## src/rtl/assert_macros.svh

```systemverilog
// assertion macros shared by the controller and datapath modules
`ifndef ASSERT_MACROS_SVH
`define ASSERT_MACROS_SVH

// property that must hold on every clock outside reset
`define AST_ALWAYS(lbl, expr, msg) \
    lbl: assert property (@(posedge i_clk) disable iff (!i_rst_n) (expr)) else $error(msg);

// same-cycle implication
`define AST_IMPL(lbl, ante, cons, msg) \
    lbl: assert property (@(posedge i_clk) disable iff (!i_rst_n) (ante) |-> (cons)) \
        else $error(msg);

// next-cycle implication
`define AST_NEXT(lbl, ante, cons, msg) \
    lbl: assert property (@(posedge i_clk) disable iff (!i_rst_n) (ante) |=> (cons)) \
        else $error(msg);

`endif

```

## src/rtl/hfmc_pkg.sv

```systemverilog
// package: widths, constants, state, command and status types of the frequency counter
`timescale 1ns / 1ps
`default_nettype none
package hfmc_pkg;
    localparam int KEY_W     = 40;
    localparam int CNT_W     = 16;
    localparam int TIE_W     = 13;
    localparam int SIZE_W    = 13;
    localparam int BIT_W     = $clog2(KEY_W);
    localparam int SLOTS_DEF = 4096;
    localparam int SIZE_RST  = 4096;
    localparam logic [CNT_W-1:0] CNT_MAX = '1;
    localparam logic [TIE_W-1:0] TIE_MAX = '1;

    typedef enum logic [2:0] {
        S_CLR, S_IDLE, S_MOD, S_PRD, S_PCMP, S_SRD, S_SCMP, S_EMIT
    } t_state;

    typedef struct packed {
        logic load;
        logic mod_step;
        logic rd;
        logic probe;
        logic scan_init;
        logic scan_rd;
        logic scan_cmp;
        logic emit;
        logic clr_step;
    } t_cmd;

    typedef struct packed {
        logic mod_done;
        logic probe_done;
        logic scan_last;
        logic clr_last;
        logic last_flag;
        logic out_busy;
    } t_sts;
endpackage
`default_nettype wire

```

## src/rtl/hfmc_ctrl.sv

```systemverilog
// controller: sequences modulo, probe walk, scan, report and table clear
`timescale 1ns / 1ps
`default_nettype none
module hfmc_ctrl
    import hfmc_pkg::*;
(
    input  wire  i_clk,
    input  wire  i_rst_n,
    input  wire  i_valid,
    output logic o_stall,
    input  t_sts i_sts,
    output t_cmd o_cmd
);
    `include "assert_macros.svh"

    t_state r_state, n_state;

    always_ff @(posedge i_clk) begin
        if (!i_rst_n) begin
            r_state <= S_CLR;
        end else begin
            r_state <= n_state;
        end
    end

    always_comb begin
        n_state = r_state;
        case (r_state)
            S_CLR:  if (i_sts.clr_last) n_state = S_IDLE;
            S_IDLE: if (i_valid) n_state = S_MOD;
            S_MOD:  if (i_sts.mod_done) n_state = S_PRD;
            S_PRD:  n_state = S_PCMP;
            S_PCMP: begin
                if (!i_sts.probe_done) n_state = S_PRD;
                else if (i_sts.last_flag) n_state = S_SRD;
                else n_state = S_IDLE;
            end
            S_SRD:  n_state = S_SCMP;
            S_SCMP: n_state = i_sts.scan_last ? S_EMIT : S_SRD;
            S_EMIT: if (!i_sts.out_busy) n_state = S_CLR;
            default: n_state = S_CLR;
        endcase
    end

    always_comb begin
        o_cmd   = '0;
        o_stall = 1'b1;
        case (r_state)
            S_CLR:  o_cmd.clr_step = 1'b1;
            S_IDLE: begin
                o_stall    = 1'b0;
                o_cmd.load = i_valid;
            end
            S_MOD:  o_cmd.mod_step = 1'b1;
            S_PRD:  o_cmd.rd = 1'b1;
            S_PCMP: begin
                o_cmd.probe     = 1'b1;
                o_cmd.scan_init = i_sts.probe_done & i_sts.last_flag;
            end
            S_SRD:  o_cmd.scan_rd = 1'b1;
            S_SCMP: o_cmd.scan_cmp = 1'b1;
            S_EMIT: o_cmd.emit = !i_sts.out_busy;
            default: o_cmd = '0;
        endcase
    end

    `AST_IMPL(a_cmp_after_rd, r_state == S_PCMP, $past(r_state) == S_PRD, "probe without read")
    `AST_NEXT(a_emit_to_clr, o_cmd.emit, r_state == S_CLR, "report not followed by clear")
    `AST_IMPL(a_idle_entry, (r_state == S_IDLE) && ($past(r_state) != S_IDLE),
              ($past(r_state) == S_CLR) || ($past(r_state) == S_PCMP), "bad idle entry")
endmodule
`default_nettype wire

```

## config.mk

```make
export PLATFORM = sky130hd
export DESIGN_NAME = hfmc_ctrl
export DESIGN_NICKNAME = d
export VERILOG_FILES = /design/src/rtl/hfmc_pkg.sv /design/src/rtl/hfmc_ctrl.sv
export VERILOG_INCLUDE_DIRS = /design/src /design/src/rtl
export SDC_FILE = /design/constraint.sdc
export NUM_CORES = 1
export LEC_CHECK = 0
export ABC_AREA = 1
export BUFFER_PORTS_ARGS = -buffer_cell sky130_fd_sc_hd__buf_4
export CAP_MARGIN = 20
export CORE_AREA = 2 2 39 41
export DETAILED_ROUTE_END_ITERATION = 10
export DIE_AREA = 0 0 41 43
export PLACE_DENSITY = 0.58
export SYNTH_ARGS = -nofsm -noshare
export SYNTH_HDL_FRONTEND = slang
export SYNTH_SLANG_ARGS = --single-unit
```

## constraint.sdc

```tcl
create_clock -name i_clk -period 3.38 [get_ports i_clk]
set_clock_uncertainty 0.2 [all_clocks]
set_input_delay 0.676 -clock i_clk [delete_from_list [all_inputs] [get_ports i_clk]]
set_output_delay 0.676 -clock i_clk [all_outputs]
set_load 0.03 [all_outputs]
```

==> summary.txt <==
Route
  – Residual DRC: 0
  – Routed length per instance: 8.460 um
  – Routed wire length: about 740 um
  – DR pass1 iterations: 3
  – Routed vias: 368
  – ANT nets after route: 0
  – Vias per cell: 4.230
  – DR iter-0 viols: 1

Yosys
  – Avg Inst Size Synth: between 6 and 7 sq um
  – Post-Synth XOR/XNOR Area: 0
  – Synth Warn #: 0
  – Compound-cell area share of the yosys netlist: 0.03053
  – Synth Area in Simple Gates: 0.6031
  – Synth area leaders: dfxtp_1, nand3_1, inv_1
  – Yosys top cell area share: 0.1832
  – Post-Syn Area: 327.8 sq um
  – Synth cell types: 19
  – Post-Synth Adder-Cell Area: 0
  – Largest family of logic cells by synthesized area: simple AND/OR/NAND/NOR gates
  – Synthesized flop and latch total: 3
  – Area leader, netlist: dfxtp_1
  – Mux contribution to synthesized area: 0
  – Seq/Total Area, Yosys: 0.1832
  – Net Count, Synth: 60
  – Mapped Cells: 51

Timing
  – Final Slew Violations: 0
  – RSZ-0062 raised after global routing: no
  – Final worst-path cycle share: 0.6701
  – Final setup violation count: 0
  – Crit path time final: around 2300 ps
  – Final hold vios: 0
  – Worst Hold Slack: 446.8 ps
  – Slew headroom: 0.7131
  – Max Fclk: 0.4415 GHz
  – Fin Setup TNS: 0 ps
  – Pin slew with the least headroom to its limit: between 400 and 500 ps

Global routing
  – GRT Overall Usage: 0.1023
  – Antenna violations before repair: 0
  – Largest net degree at the start of global routing: 12
  – First-pass GRT wire length: 1.221 mm
  – Vias in the first global route: 316
  – Grt total ovfl: 0

Worst setup path
  – CP Max Fanout: 11
  – Crit-path cells: inv_1, nor2_1, nand2_1, inv_1, buf_4
  – Startpoint Class: flop
  – Most common cell on crit path: inv_1
  – Arr. time, crit path: 1390 ps
  – Critical path data required time: 2500 ps
  – CP Capture Type: output pin
  – Worst path max stage delay: about 570 ps
  – WP buf/inv: 3
  – Crit Path Class: reg2out
  – Delay-heaviest family, CP: flip-flops
  – CP max-delay cell: dfxtp_1

Floorplanning
  – Horiz. Die Dim: 41 um
  – # IOs: 19
  – Die height: 43 um
  – Die ar.: 1763 sq um
  – Starting Density: 0.2369
  – Site Rows: 14
  – Core area: around 1400 sq um

Pwr
  – Worst VDD drop: between 0.0003 and 0.0004 V
  – Cell Pwr Density: 634.3 nW/um^2
  – Total power draw: 0.3111 mW
  – Leak: around 0.28 nW

Placed design
  – Detailed placement HPWL: 617.5 um
  – GPL Wtd Cong: 0.6858
  – I/O Buffers: 18

Clock network
  – Hold buffer count at cts: 0
  – Post-CTS Setup Inserts: 0
  – CTS sink cnt: 3
  – CTS Buf Count: 3
  – Latest clock arrival within the worst-skew pair: 230 ps
  – Root buffer cell: clkbuf_4
  – Post_cts resized: 0
  – Max Buffers Root-to-Sink: 2
  – Clock-pin slew on the worst setup and hold paths: around 40 ps
  – CTS tree: yes
  – H-Tree Depth: 1

Final layout
  – Number of flip-flops in the largest register: 3
  – Layout area overhead: 49.62%
  – # diodes: 0
  – Ratio of cells with drive above 1 in the final layout: 0.4366
  – Top Registers: r_state x3
  – Final Net Count: 81
  – Largest Register: r_state

Min path
  – Hold Path Class: in2reg

Run status
  – Status: completed

Job
  – Max Cap Viol: 0
## final timing paths
path         slack [ps]  depth (start not counted)       start         end
max reg2reg        1850                          8  r_state[0]  r_state[0]
min reg2reg         480                          2  r_state[1]  r_state[1]
min                 450                          3     i_rst_n  r_state[2]
max                1110                          5  r_state[0]    o_cmd[3]
## cells in the final DEF (no fill, tap or decap), drive strengths merged
| cell | count |
|---|---|
| a21oi | 1 |
| buf | 18 |
| clkbuf | 4 |
| dfxtp | 3 |
| inv | 11 |
| nand2 | 10 |
| nand3 | 8 |
| nand3b | 2 |
| nand4 | 2 |
| nor2 | 8 |
| nor3 | 3 |
| o21ai | 1 |
## power breakdown
group          internal [mW]  leakage, nW  switching (mW)
sequential            0.0449       0.0246          0.0291
clock                 0.0442       0.0150          0.0175
combinational         0.0705        0.241           0.105
total                  0.160        0.281           0.151
## worst register-to-register path, cell delays in order, from the launching register on
cell and delay, ps:
dfxtp_1 570, inv_1 130, nor2_1 140, nand3_1 90, nand2_1 110, nor2_2 50
nand2_1 50, nand2_1 50, nor2_1 80
## kinds of logic after synthesis
kind of cell,after synthesis
simple gates,33
buf+inv,13
flops,3
compound gates,2
## stage by stage
step | utilization | instance area (sq um) | instances | worst slack, ps
detailed placement | 0.3354 | 464.2 | 83 | 1348
global route | 0.3544 | 490.5 | 87 | 977.0
finish | 0.3544 | 490.5 | 87 | 1115
global placement | 0.3354 | 464.2 | 83 | 1404
floorplan | - | 327.8 | 51 | 1163
CTS | 0.3544 | 490.5 | 87 | 1111
## Yosys cell counts
master	count
nand4_1	2
nor2_4	1
nor3_1	1
nor2_1	5
nand3_1	7
nor3_2	2
o21ai_1	1
buf_4	1
nand2_4	1
buf_6	1
inv_1	9
inv_2	2
nor2_2	2
a21oi_1	1
nand3b_1	1
nand2_1	9
nand3b_4	1
nand3_2	1
dfxtp_1	3
## area by class of cell
class	instances	area [sq um]
tap	16	20.02
clock buffer	4	26.28
timing repair buffer	18	135.1
sequential	3	60.06
fill	154	893.4
inverter	11	41.29
multi-input combinational	35	207.7
## metal layers
layer	global-route usage	up-vias	routed length, um
met1	0.1410	157	329
met3	0.06283	0	58
met4	0.02000	0	0
met2	0.1344	10	348
li1	-	201	-
met5	0	-	0
Note: power is estimated with default switching activity, not from simulation.
